==> config.mk <==
export PLATFORM = sky130hd
export DESIGN_NAME = symbol_clock_loop_filter_top
export DESIGN_NICKNAME = d
export VERILOG_FILES = /design/src/design/sclf_pkg.sv /design/src/design/symbol_clock_loop_filter_top.sv
export SDC_FILE = /design/constraint.sdc
export NUM_CORES = 2
export LEC_CHECK = 0
export BUFFER_PORTS_ARGS = -buffer_cell sky130_fd_sc_hd__buf_2
export CAP_MARGIN = 20
export CORE_MARGIN = 2
export CORE_UTILIZATION = 45
export DETAILED_ROUTE_END_ITERATION = 10
export RECOVER_POWER = 100
export SLEW_MARGIN = 5
export SYNTH_ARGS = -nofsm -noshare
export SYNTH_HDL_FRONTEND = slang
export SYNTH_SLANG_ARGS = --single-unit
==> constraint.sdc <==
create_clock -name clk -period 14.2 [get_ports clk]
set_input_delay 0.71 -clock clk [delete_from_list [all_inputs] [get_ports clk]]
set_output_delay 0.71 -clock clk [all_outputs]
set_load 0.005 [all_outputs]
==> src/design/sclf_pkg.sv <==
`timescale 1ns / 1ps
// ----------------------------------------------------------------------------
// Symbol clock loop filter package
// Word widths, reset values, action and register codes, sequencer states and
// the small helper functions shared by the loop filter.
// ----------------------------------------------------------------------------
package sclf_pkg;

  // Q8.24 words, a double word for products and the wrap divisor.
  localparam int WORD_W    = 32;
  localparam int DBL_W     = 2 * WORD_W;
  localparam int GAIN_FRAC = 30;
  localparam int CFG_IDX_W = 3;
  localparam int DIV_STEPS = WORD_W;
  localparam int CNT_W     = $clog2(DIV_STEPS);

  // Half of one Q8.24 step in the Q2.30 x Q8.24 product scale.
  localparam logic signed [DBL_W-1:0] ROUND_HALF = DBL_W'(1) <<< (GAIN_FRAC - 1);

  // Reset values, Q8.24.
  localparam logic [WORD_W-1:0] TWO_Q824    = 32'h0200_0000;
  localparam logic [WORD_W-1:0] MAX_PER_RST = 32'h0400_0000;
  localparam logic [WORD_W-1:0] MIN_PER_RST = 32'h0100_0000;
  localparam logic [WORD_W-1:0] NOM_PER_RST = 32'h0200_0000;

  // Configuration register indexes.
  localparam logic [CFG_IDX_W-1:0] REG_PROP_GAIN = 3'd0;
  localparam logic [CFG_IDX_W-1:0] REG_INTG_GAIN = 3'd1;
  localparam logic [CFG_IDX_W-1:0] REG_MAX_PER   = 3'd2;
  localparam logic [CFG_IDX_W-1:0] REG_MIN_PER   = 3'd3;
  localparam logic [CFG_IDX_W-1:0] REG_NOM_PER   = 3'd4;

  typedef enum logic [2:0] {
    ACT_ADVANCE   = 3'd0,
    ACT_REVERT    = 3'd1,
    ACT_WRAP      = 3'd2,
    ACT_LIMIT     = 3'd3,
    ACT_LOAD_PH   = 3'd4,
    ACT_LOAD_AVG  = 3'd5,
    ACT_LOAD_INST = 3'd6,
    ACT_RESTART   = 3'd7
  } action_t;

  typedef enum logic [4:0] {
    ST_IDLE,
    ST_MUL_I,
    ST_RND_I,
    ST_SUM_I,
    ST_MUL_P,
    ST_RND_P,
    ST_SUM_P,
    ST_PHASE,
    ST_WR_ABS,
    ST_WR_DIV,
    ST_WR_FIX,
    ST_WR_FOLD,
    ST_WR_SUB,
    ST_LIM_MAX,
    ST_LIM_MIN,
    ST_RS_LO,
    ST_RS_HI,
    ST_RS_MID,
    ST_DONE
  } state_t;

  // Sign-extend a word to a double word.
  function automatic logic signed [DBL_W-1:0] sx(input logic [WORD_W-1:0] v);
    return {{(DBL_W - WORD_W){v[WORD_W-1]}}, v};
  endfunction

  // Saturate a double word to the signed word range.
  function automatic logic [WORD_W-1:0] sat_word(input logic signed [DBL_W-1:0] v);
    logic fits;
    fits = (&v[DBL_W-1:WORD_W-1]) | ~(|v[DBL_W-1:WORD_W-1]);
    if (fits) begin
      return v[WORD_W-1:0];
    end else if (v[DBL_W-1]) begin
      return {1'b1, {(WORD_W - 1){1'b0}}};
    end else begin
      return {1'b0, {(WORD_W - 1){1'b1}}};
    end
  endfunction

endpackage

==> src/design/symbol_clock_loop_filter_top.sv <==
`timescale 1ns / 1ps
// ----------------------------------------------------------------------------
// Symbol clock loop filter
// Second-order proportional-plus-integral loop filter of a symbol clock
// tracker in Q8.24, built around one shared 64-bit adder and one multiplier.
// ----------------------------------------------------------------------------
// The block takes one request at a time and answers every request with one
// result: average period, instantaneous period and phase after the action.
// All additions and subtractions go through a single 64-bit add/subtract
// unit under a small sequencer, so the request time depends on the action:
// advance runs the accepting cycle, two multiply, round and accumulate
// passes, the phase add and the result load; wrap runs a 32-step
// shift-subtract reduction of the phase by the average period, then the
// fold into half a period. A result waits in the output register until
// taken; the next request is accepted once it has been loaded there.
// Configuration writes are taken in any cycle.
module symbol_clock_loop_filter_top (
  input  logic                              clk,
  input  logic                              rst_n,
  // Request channel
  input  logic                              in_tvalid,
  output logic                              in_tready,
  input  logic [sclf_pkg::WORD_W-1:0]       in_tdata,   // [31:0] value
  input  logic [2:0]                        in_tuser,   // [2:0] action
  // Result channel
  output logic                              out_tvalid,
  input  logic                              out_tready,
  output logic [3*sclf_pkg::WORD_W-1:0]     out_tdata,  // [31:0] avg_period,
                                                        // [63:32] inst_period,
                                                        // [95:64] clock_phase
  // Configuration write channel
  input  logic                              cfg_valid,
  output logic                              cfg_ready,
  input  logic [sclf_pkg::CFG_IDX_W-1:0]    cfg_index,
  input  logic [sclf_pkg::WORD_W-1:0]       cfg_data
);
  import sclf_pkg::*;

  // Configuration registers.
  logic [WORD_W-1:0] prop_gain_r, intg_gain_r, max_per_r, min_per_r, nom_per_r;

  // Loop state and its saved copies.
  logic [WORD_W-1:0] avg_r, avg_nxt, inst_r, inst_nxt, phase_r, phase_nxt;
  logic [WORD_W-1:0] sv_avg_r, sv_avg_nxt, sv_inst_r, sv_inst_nxt;
  logic [WORD_W-1:0] sv_phase_r, sv_phase_nxt;

  // Sequencer and working registers.
  state_t                   state_r, state_nxt;
  logic [WORD_W-1:0]        val_r, val_nxt;
  logic signed [DBL_W-1:0]  prod_r, prod_nxt;
  logic signed [DBL_W-1:0]  work_r, work_nxt;
  logic [DBL_W-1:0]         div_r, div_nxt;
  logic [CNT_W-1:0]         cnt_r, cnt_nxt;
  logic                     mid_sel_r, mid_sel_nxt;
  logic                     out_valid_r, out_valid_nxt;
  logic [3*WORD_W-1:0]      out_data_r, out_data_nxt;

  // Shared add/subtract unit.
  logic signed [DBL_W-1:0]  alu_a, alu_b, alu_sum;
  logic                     alu_sub;
  logic signed [WORD_W-1:0] gain_sel;
  logic                     in_req;
  action_t                  act;

  assign in_tready  = (state_r == ST_IDLE);
  assign in_req     = in_tvalid && in_tready;
  assign act        = action_t'(in_tuser);
  assign cfg_ready  = 1'b1;
  assign out_tvalid = out_valid_r;
  assign out_tdata  = out_data_r;

  // The one multiplier: integral gain first, proportional gain second.
  assign gain_sel = (state_r == ST_MUL_I) ? intg_gain_r : prop_gain_r;
  assign prod_nxt = gain_sel * $signed(val_r);

  assign alu_sum = alu_a + (alu_b ^ {DBL_W{alu_sub}}) + DBL_W'(alu_sub);

  // Operand selection for the shared adder.
  always_comb begin
    alu_a   = '0;
    alu_b   = '0;
    alu_sub = 1'b0;
    unique case (state_r)
      ST_RND_I, ST_RND_P: begin
        alu_a = prod_r;
        alu_b = ROUND_HALF;
      end
      ST_SUM_I: begin
        alu_a = sx(avg_r);
        alu_b = work_r;
      end
      ST_SUM_P: begin
        alu_a = sx(avg_r);
        alu_b = work_r;
      end
      ST_PHASE: begin
        alu_a = sx(phase_r);
        alu_b = sx(inst_r);
      end
      ST_WR_ABS: begin
        alu_b   = sx(phase_r);
        alu_sub = phase_r[WORD_W-1];
      end
      ST_WR_DIV: begin
        alu_a   = work_r;
        alu_b   = div_r;
        alu_sub = 1'b1;
      end
      ST_WR_FIX: begin
        alu_a   = sx(avg_r);
        alu_b   = work_r;
        alu_sub = 1'b1;
      end
      ST_WR_FOLD: begin
        alu_a   = sx(avg_r);
        alu_b   = work_r <<< 1;
        alu_sub = 1'b1;
      end
      ST_WR_SUB: begin
        alu_a   = work_r;
        alu_b   = sx(avg_r);
        alu_sub = 1'b1;
      end
      ST_LIM_MAX: begin
        alu_a   = sx(max_per_r);
        alu_b   = sx(avg_r);
        alu_sub = 1'b1;
      end
      ST_LIM_MIN: begin
        alu_a   = sx(avg_r);
        alu_b   = sx(min_per_r);
        alu_sub = 1'b1;
      end
      ST_RS_LO: begin
        alu_a   = sx(nom_per_r);
        alu_b   = sx(min_per_r);
        alu_sub = 1'b1;
      end
      ST_RS_HI: begin
        alu_a   = sx(max_per_r);
        alu_b   = sx(nom_per_r);
        alu_sub = 1'b1;
      end
      ST_RS_MID: begin
        alu_a = sx(max_per_r);
        alu_b = sx(min_per_r);
      end
      default: begin
      end
    endcase
  end

  // Sequencer: next state and next values of the loop state.
  always_comb begin
    logic [WORD_W-1:0] rs_per;
    rs_per        = nom_per_r;
    state_nxt     = state_r;
    avg_nxt       = avg_r;
    inst_nxt      = inst_r;
    phase_nxt     = phase_r;
    sv_avg_nxt    = sv_avg_r;
    sv_inst_nxt   = sv_inst_r;
    sv_phase_nxt  = sv_phase_r;
    val_nxt       = val_r;
    work_nxt      = work_r;
    div_nxt       = div_r;
    cnt_nxt       = cnt_r;
    mid_sel_nxt   = mid_sel_r;
    out_data_nxt  = out_data_r;
    out_valid_nxt = out_valid_r && !out_tready;

    unique case (state_r)
      ST_IDLE: begin
        if (in_req) begin
          val_nxt = in_tdata;
          unique case (act)
            ACT_ADVANCE: begin
              sv_avg_nxt   = avg_r;
              sv_inst_nxt  = inst_r;
              sv_phase_nxt = phase_r;
              state_nxt    = ST_MUL_I;
            end
            ACT_REVERT: begin
              avg_nxt   = sv_avg_r;
              inst_nxt  = sv_inst_r;
              phase_nxt = sv_phase_r;
              state_nxt = ST_DONE;
            end
            ACT_WRAP:  state_nxt = ST_WR_ABS;
            ACT_LIMIT: state_nxt = ST_LIM_MAX;
            ACT_LOAD_PH: begin
              phase_nxt    = in_tdata;
              sv_phase_nxt = in_tdata;
              state_nxt    = ST_DONE;
            end
            ACT_LOAD_AVG: begin
              avg_nxt    = in_tdata;
              sv_avg_nxt = in_tdata;
              state_nxt  = ST_DONE;
            end
            ACT_LOAD_INST: begin
              inst_nxt    = in_tdata;
              sv_inst_nxt = in_tdata;
              state_nxt   = ST_DONE;
            end
            ACT_RESTART: begin
              mid_sel_nxt = 1'b0;
              state_nxt   = ST_RS_LO;
            end
            default: state_nxt = ST_DONE;
          endcase
        end
      end

      // Advance: round each gain product to Q8.24, then accumulate.
      ST_MUL_I: state_nxt = ST_RND_I;
      ST_RND_I: begin
        work_nxt  = alu_sum >>> GAIN_FRAC;
        state_nxt = ST_SUM_I;
      end
      ST_SUM_I: begin
        avg_nxt   = sat_word(alu_sum);
        state_nxt = ST_MUL_P;
      end
      ST_MUL_P: state_nxt = ST_RND_P;
      ST_RND_P: begin
        work_nxt  = alu_sum >>> GAIN_FRAC;
        state_nxt = ST_SUM_P;
      end
      ST_SUM_P: begin
        inst_nxt  = sat_word(alu_sum);
        state_nxt = ST_PHASE;
      end
      ST_PHASE: begin
        phase_nxt = sat_word(alu_sum);
        state_nxt = ST_DONE;
      end

      // Wrap: take the phase magnitude modulo the period by shift-subtract.
      ST_WR_ABS: begin
        if (avg_r[WORD_W-1] || (avg_r == '0)) begin
          state_nxt = ST_DONE;
        end else begin
          work_nxt  = alu_sum;
          div_nxt   = {1'b0, avg_r, {(DBL_W - WORD_W - 1){1'b0}}};
          cnt_nxt   = '0;
          state_nxt = ST_WR_DIV;
        end
      end
      ST_WR_DIV: begin
        if (!alu_sum[DBL_W-1]) begin
          work_nxt = alu_sum;
        end
        div_nxt = div_r >> 1;
        cnt_nxt = cnt_r + CNT_W'(1);
        if (cnt_r == CNT_W'(DIV_STEPS - 1)) begin
          state_nxt = ST_WR_FIX;
        end
      end
      // A negative phase with a nonzero remainder maps to period minus it.
      ST_WR_FIX: begin
        if (phase_r[WORD_W-1] && (work_r != '0)) begin
          work_nxt = alu_sum;
        end
        state_nxt = ST_WR_FOLD;
      end
      // Remainders above half a period move down by one period.
      ST_WR_FOLD: begin
        if (alu_sum[DBL_W-1]) begin
          state_nxt = ST_WR_SUB;
        end else begin
          phase_nxt = work_r[WORD_W-1:0];
          state_nxt = ST_DONE;
        end
      end
      ST_WR_SUB: begin
        phase_nxt = alu_sum[WORD_W-1:0];
        state_nxt = ST_DONE;
      end

      // Limit: the max test wins over the min test.
      ST_LIM_MAX: begin
        if (alu_sum[DBL_W-1]) begin
          avg_nxt   = max_per_r;
          state_nxt = ST_DONE;
        end else begin
          state_nxt = ST_LIM_MIN;
        end
      end
      ST_LIM_MIN: begin
        if (alu_sum[DBL_W-1]) begin
          avg_nxt = min_per_r;
        end
        state_nxt = ST_DONE;
      end

      // Restart: nominal period, or the midpoint when it is out of range.
      ST_RS_LO: begin
        if (alu_sum[DBL_W-1]) begin
          mid_sel_nxt = 1'b1;
          state_nxt   = ST_RS_MID;
        end else begin
          state_nxt = ST_RS_HI;
        end
      end
      ST_RS_HI: begin
        mid_sel_nxt = alu_sum[DBL_W-1];
        state_nxt   = ST_RS_MID;
      end
      ST_RS_MID: begin
        if (mid_sel_r) begin
          rs_per = alu_sum[WORD_W:1];
        end
        avg_nxt      = rs_per;
        sv_avg_nxt   = rs_per;
        inst_nxt     = rs_per;
        sv_inst_nxt  = rs_per;
        phase_nxt    = '0;
        sv_phase_nxt = '0;
        state_nxt    = ST_DONE;
      end

      // Load the result once the output register is free.
      ST_DONE: begin
        if (!out_valid_r || out_tready) begin
          out_data_nxt  = {phase_r, inst_r, avg_r};
          out_valid_nxt = 1'b1;
          state_nxt     = ST_IDLE;
        end
      end

      default: state_nxt = ST_IDLE;
    endcase
  end

  // Control and loop state registers.
  always_ff @(posedge clk) begin
    if (!rst_n) begin
      state_r     <= ST_IDLE;
      out_valid_r <= 1'b0;
      mid_sel_r   <= 1'b0;
      avg_r       <= TWO_Q824;
      inst_r      <= TWO_Q824;
      phase_r     <= '0;
      sv_avg_r    <= TWO_Q824;
      sv_inst_r   <= TWO_Q824;
      sv_phase_r  <= '0;
    end else begin
      state_r     <= state_nxt;
      out_valid_r <= out_valid_nxt;
      mid_sel_r   <= mid_sel_nxt;
      avg_r       <= avg_nxt;
      inst_r      <= inst_nxt;
      phase_r     <= phase_nxt;
      sv_avg_r    <= sv_avg_nxt;
      sv_inst_r   <= sv_inst_nxt;
      sv_phase_r  <= sv_phase_nxt;
    end
  end

  // Working and output payload registers.
  always_ff @(posedge clk) begin
    val_r      <= val_nxt;
    prod_r     <= prod_nxt;
    work_r     <= work_nxt;
    div_r      <= div_nxt;
    cnt_r      <= cnt_nxt;
    out_data_r <= out_data_nxt;
  end

  // Configuration registers; writes to unused indexes are dropped.
  always_ff @(posedge clk) begin
    if (!rst_n) begin
      prop_gain_r <= '0;
      intg_gain_r <= '0;
      max_per_r   <= MAX_PER_RST;
      min_per_r   <= MIN_PER_RST;
      nom_per_r   <= NOM_PER_RST;
    end else if (cfg_valid && cfg_ready) begin
      unique case (cfg_index)
        REG_PROP_GAIN: prop_gain_r <= cfg_data;
        REG_INTG_GAIN: intg_gain_r <= cfg_data;
        REG_MAX_PER:   max_per_r   <= cfg_data;
        REG_MIN_PER:   min_per_r   <= cfg_data;
        REG_NOM_PER:   nom_per_r   <= cfg_data;
        default: begin
        end
      endcase
    end
  end

endmodule

# Word level (Yosys, flattened, before mapping)
# Index checks and enable logic that the tools add are counted.
[op_classes] mul=1 bitwise_logic=3 n_eq_ne=47 n_reduce_logical=48 mux=51 add_sub_neg=3
[ops] op="32-bit one-hot mux with 2 select lines" n=9
[ops] op="64-bit one-hot mux with 9 select lines" n=1
[ops] op="32-bit two-way mux" n=13
[ops] op="64-bit one-hot mux with 6 select lines" n=1
[ops] op="32-bit one-hot mux with 5 select lines" n=2
[ops] op="64-bit two-way mux" n=4
[ops] op="64-bit one-hot mux with 4 select lines" n=1
[ops] op="64-bit one-hot mux with 2 select lines" n=1
[ops] op="32-bit one-hot mux with 3 select lines" n=1
[ops] op="5-bit one-hot mux with 16 select lines" n=1
[ops] op="64-bit by 1-bit adder with 64-bit output" n=1
[ops] op="64-bit adder" n=1
[ops] op="32-bit by 32-bit multiplier with 64-bit output" n=1
[ops] op="64-bit nonzero test" n=1
[ops] op="64-bit bitwise XOR" n=1
[ops] op="5-bit by 4-bit equality test with 1-bit output (second input constant)" n=8
[ops] op="5-bit two-way mux" n=7
[ops] op="33-bit AND reduction" n=1
[ops] op="33-bit OR reduction" n=1
[ops] op="32-bit zero test" n=1
[ops] op="5-bit one-hot mux with 5 select lines" n=1
[ops] op="5-bit by 3-bit equality test with 1-bit output (second input constant)" n=4
[ops] op="5-bit equality test (second input constant)" n=4
[ops] op="2-bit inequality test (second input constant)" n=9
[ops] op="32 further kinds" n=78
[totals] output_inout_bits=99 register_bits=684 wordCells=173

# Depth between registers and ports, before layout
[depth] depth_word=11 depth_mapped=39

# Worst setup path before layout
# Ideal clock, no wire load.
[synth_path] path_kind="reg2reg" from="register state_r[0]" to="register prod_r[54]" path_slack_ps=4674 t_arrival_ps=9407 path_stages_with_launch=36 required_time_ps=14081 setup_ps=119 period_less_slack_ps=9526 cell_sequence="dfxtp_1 clkbuf_1 buf_1 inv_1 nor2_1 nand2_1 buf_1 mux2_2 clkbuf_1 and2_1 fa_1 fa_1 fa_1 inv_1 fa_1 inv_1 fa_1 inv_1 fa_1 inv_1 fa_1 fa_1 ha_1 and4_1 nand3_1 nor4bb_1 o2111a_1 nor2_1 o21a_1 o41ai_1 a221oi_1 o21ai_0 nor2b_1 o21bai_1 a21oi_1 xnor2_1"
[synth_between] elab_chain_cells=3
[synth_rtl] item="start: declaration" line="symbol_clock_loop_filter_top.sv:48" source="state_t state_r, state_nxt;"
[synth_rtl] item="start signal: assignment" line="symbol_clock_loop_filter_top.sv:349" source="state_r <= state_nxt;"
[synth_rtl] item="5-bit by 1-bit equality test with 1-bit output" line="symbol_clock_loop_filter_top.sv:73" source="assign gain_sel = (state_r == ST_MUL_I) ? intg_gain_r : prop_gain_r;"
[synth_rtl] item="32-bit two-way mux" line="symbol_clock_loop_filter_top.sv:73"
[synth_rtl] item="32-bit by 32-bit multiplier with 64-bit output" line="symbol_clock_loop_filter_top.sv:74" source="assign prod_nxt = gain_sel * $signed(val_r);"
[synth_rtl] item="via prod_nxt[54]" line="symbol_clock_loop_filter_top.sv:50" source="logic signed [DBL_W-1:0] prod_r, prod_nxt;"
[synth_rtl] item="end signal: assignment" line="symbol_clock_loop_filter_top.sv:364" source="prod_r <= prod_nxt;"
[synth_rtl] item="end: declaration" line="symbol_clock_loop_filter_top.sv:50"
# The timed path passes the listed nets, and every way through them passes these cells.
# A chain may end at the register's enable or synchronous reset.

# Final worst setup path
[layout_path] from="register state_r[4]" to="register phase_r[28]"
[layout_between] elab_chain_cells=11 elab_cells_between_ends=43
[layout_rtl] item="5-bit equality test, or another cell as far along" line="symbol_clock_loop_filter_top.sv:83, symbol_clock_loop_filter_top.sv:172"
[layout_rtl] item="3-bit OR reduction (no source line), or another cell as far along"
[layout_rtl] item="64-bit one-hot mux with 9 select lines / 1-bit one-hot mux with 2 select lines (equally long branches)" line="symbol_clock_loop_filter_top.sv:83" source="unique case (state_r)"
[layout_rtl] item="64-bit bitwise XOR" line="symbol_clock_loop_filter_top.sv:76" source="assign alu_sum = alu_a + (alu_b ^ {DBL_W{alu_sub}}) + DBL_W'(alu_sub);"
[layout_rtl] item="64-bit adder" line="symbol_clock_loop_filter_top.sv:76"
[layout_rtl] item="64-bit by 1-bit adder with 64-bit output" line="symbol_clock_loop_filter_top.sv:76"
[layout_rtl] item="33-bit OR reduction" line="sclf_pkg.sv:74" source="fits = (&v[DBL_W-1:WORD_W-1]) | ~(|v[DBL_W-1:WORD_W-1]);"
[layout_rtl] item="1-bit NOT" line="sclf_pkg.sv:74"
[layout_rtl] item="1-bit OR" line="sclf_pkg.sv:74"
[layout_rtl] item="32-bit two-way mux"
[layout_rtl] item="32-bit one-hot mux with 5 select lines" line="symbol_clock_loop_filter_top.sv:172" source="unique case (state_r)"
[layout_rtl] item="end signal: assignment" line="symbol_clock_loop_filter_top.sv:354" source="phase_r <= phase_nxt;"
[layout_rtl] item="end: declaration" line="symbol_clock_loop_filter_top.sv:43" source="logic [WORD_W-1:0] avg_r, avg_nxt, inst_r, inst_nxt, phase_r, phase_nxt;"
# Several ways; a longest one is shown, not always the timed one.

==> results by group <==
Layout
  – Filler cells: about 15000
  – Final nets: roughly 9500
  – Share of layout cells above drive strength 1: 0.0515
  – Area grow syn2layout: 7.47%
  – Register Area: between 15000 and 20000 µm²
  – Multi-input gate area: between 50000 and 60000 µm²
  – Post-route cell area: 77900 µm²

Timing
  – Post-route clock period utilization: 0.907
  – Fin crit period: between 10000 and 15000 ps
  – Max Fclk: approximately 78 MHz
  – Final setup TNS: 0 ps
  – Clock skew: 49.5 ps
  – Final setup fails: 0
  – Hold Vio Cnt, Final: 0
  – Unrepaired setup endpoints after global routing: false
  – Least-Margin Pin Slew: 3880 ps
  – Final Max Tran Viols: between 600 and 700
  – Post-route setup slack: ~1300 ps
  – Relative slew margins: -1.59

Critical path
  – CP Data Arrival Time: between 10000 and 15000 ps
  – WS Path Type: reg2reg
  – CP Max Fanout: 46
  – CP Capture Type: flip-flop
  – Worst r2r path cells: 26
  – Reg2Reg Setup Slack: 1320 ps
  – CP Launch Type: flip-flop
  – Reg-to-reg critical path endpoint: phase_r[28]$_SDFFE_PN0P_
  – Reg-to-reg startpoint: state_r[4]$_SDFFE_PN0P_
  – Critical Path RT: around 15000 ps

Routing
  – First-pass DRT Iterations: 10
  – Drt wl/cell: ~29 µm
  – Via count: around 63000
  – DRC viols: 0
  – Avg Vias per Cell: about 6.1
  – 1st-iter DRT viols: 8677
  – Routed WL: 299 mm
  – DRT antenna net count: 0

Clock network
  – Maximum buffer depth of the clock tree: 3
  – Num CTS Buffers: 77
  – Clk sink count: slightly below 700
  – Postcts setup bufs: 0
  – Clock transition at path regs: roughly 60 ps
  – Level count of the clock H-tree: 3
  – Post-CTS Resized: 0
  – TritonCTS clock tree: done
  – Hold buffers post-CTS: 0
  – Worst-Skew Late Latency: ~720 ps
  – Clock Root Buffer: clkbuf_16

Pwr
  – PwrDens: about 180 nW/µm²
  – P_leak: ~33 nW
  – VDD IR max: around 150 µV

Synth
  – Ys flop type: dfxtp_1
  – Synth Cell Area: between 70000 and 80000 µm²
  – Library cells used by synthesis: 91
  – Synth cell count leaders: nand2_1 (1412), fa_1 (1083), inv_1 (1038)
  – Synth Area per Inst: ~8.8 µm²
  – Number of synthesized flops with an enable pin: 260
  – Ys Warns: 0
  – Synth Instances: a little over 8000
  – Yosys top cell area share: 0.299
  – Most frequent cell after synthesis: nand2_1
  – Mapped Nets: 9624
  – Asr flop ratio synth: 0
  – Top post-synthesis cells by area: fa_1 (30%), dfxtp_1 (12%), edfxtp_1 (11%), nand2_1 (7.3%), inv_1 (5.4%)
  – Seq cells post-synth: between 600 and 700
  – Most area-hungry cell type in the Yosys netlist: fa_1
  – Seq/Total Area, Yosys: 0.224

Die
  – Initial Util: 0.453
  – Row Count: 147
  – Core ar.: 160000 µm²
  – Die X: approximately 410 µm
  – Vert. Die Dim: 405 µm
  – Total I/O pin count: between 150 and 200
  – DIE AREA: between 150000 and 200000 µm²

Status
  – Failing checks: capacitance limit, slew limit
  – Status: complete, but fails checks

Place
  – Gp weighted congestion: 1.03
  – Post-DP HPWL: about 220 mm
  – Area after DPL: roughly 76000 µm²
  – Input/output buffers: 172
  – Worst slack, placed: 3100 ps

GRT
  – Initial antenna violation count: 32
  – First-pass GRT wire length: between 400 and 500 mm
  – Vias in the first global route: between 60000 and 70000
  – Largest net degree at the start of global routing: 97
  – Tot GR Track Use: 0.367
  – Congestion Overflow GR: 0

Min path
  – Hold EP: intg_gain_r[21]$_SDFFE_PN0P_
  – Min-delay src: cfg_data[21]
  – Min-Delay Path Depth: 3
  – Worst hold path type: in2reg

Flow run
  – Max Cap Viol: 16
[kinds of logic after synthesis]
family / Yosys count / synth area share
flops: 683 / 0.224
buf+inv: 1588 / 0.0826
xor+xnor: 193 / 0.0233
mux: 80 / 0.0117
compound gates: 1528 / 0.135
fa+ha+maj: 1331 / 0.342
simple gates: 2814 / 0.181
other cells: 1 / 0.0000517
[metal layers]
| layer | part of all wire | global-route usage | vias up |
|---|---|---|---|
| met4 | 0.073 | 0.217 | 14 |
| met1 | 0.39 | 0.492 | 31778 |
| met5 | 0.00041 | 0 | - |
| li1 | - | - | 26715 |
| met3 | 0.12 | 0.106 | 806 |
| met2 | 0.41 | 0.527 | 3940 |
[flip-flops by register name, indices dropped and copies added (netlist names), 63 cells and up]
register / flops
work_r: 64
prod_r: 64
out_tdata: 96
div_r: 63
[worst max path at each step]
stage / to / start
2_1_floorplan: prod_r[54]$_DFF_P_ / state_r[0]$_SDFFE_PN0P_
4_1_cts: prod_r[54]$_DFF_P_ / state_r[2]$_SDFFE_PN0P_
5_1_grt: phase_r[30]$_SDFFE_PN0P_ / state_r[4]$_SDFFE_PN0P_
6_report: phase_r[28]$_SDFFE_PN0P_ / state_r[4]$_SDFFE_PN0P_
3_3_place_gp: prod_r[54]$_DFF_P_ / state_r[2]$_SDFFE_PN0P_
3_5_place_dp: prod_r[54]$_DFF_P_ / state_r[2]$_SDFFE_PN0P_
[layout by cell type, fill, tap and decap left out, drive strengths merged, types with 74 or more instances in the layout]
| master | synthesis | layout |
|---|---|---|
| a21o | 74 | 74 |
| dfxtp | 423 | 423 |
| a21oi | 588 | 588 |
| edfxtp | 260 | 260 |
| a31oi | 75 | 75 |
| o21ai | 255 | 255 |
| nor3 | 126 | 126 |
| xnor2 | 146 | 146 |
| buf | 37 | 180 |
| and2 | 549 | 549 |
| nor2 | 301 | 301 |
| nand2 | 1413 | 1413 |
| nand3 | 150 | 150 |
| clkbuf | 512 | 272 |
| inv | 1039 | 1053 |
| a222oi | 84 | 84 |
| fa | 1083 | 1083 |
| ha | 248 | 248 |
[worst max-delay path, cell delays in order (launching register included)]
cell and delay [ps]:
dfxtp_1 300, clkbuf_1 470, nand2b_1 400, nor2_2 120, clkbuf_1 1830, nand2_1 270
nand2_2 140, buf_4 380, clkbuf_1 1810, a22oi_1 280, nand3_1 340, ha_1 400
a21oi_1 340, o21ai_0 220, a211oi_1 690, o311ai_0 390, and2_0 340, a211o_1 430
or4b_1 490, nand3_1 660, nand3_2 180, a2111oi_4 430, a21boi_0 160, buf_4 280
a21o_1 690, a221oi_1 460, a21oi_1 120
[area by class of cell]
type | instances | area share
multi-input cells | 5947 | 0.647
flip-flops and latches | 683 | 0.209
inverters | 1039 | 0.0501
well taps | 2160 | 0.0347
clock buffers | 97 | 0.0271
repair buffers | 355 | 0.0240
clock inverters | 46 | 0.00735
diodes | 17 | 0.000546
[through the flow]
step / power [mW] / hold WS (ps) / utilization / instances
after floorplan: 8.24 / 433 / - / 8218
after global placement: 11.7 / 438 / 0.472 / 10179
after detailed placement: 11.7 / 444 / 0.472 / 10180
after CTS: 14.0 / 263 / 0.488 / 10323
after global routing: 14.9 / 308 / 0.486 / 10332
final: 14.2 / 302 / 0.486 / 10344
[report_power, final]
| group | total [mW] | switching, mW | internal, mW |
|---|---|---|---|
| logic | 8.69 | 5.90 | 2.79 |
| clock network | 2.19 | 0.934 | 1.25 |
| registers | 3.30 | 0.652 | 2.65 |
| total | 14.2 | 7.49 | 6.69 |
No activity file was read; power rests on OpenSTA's default activity.
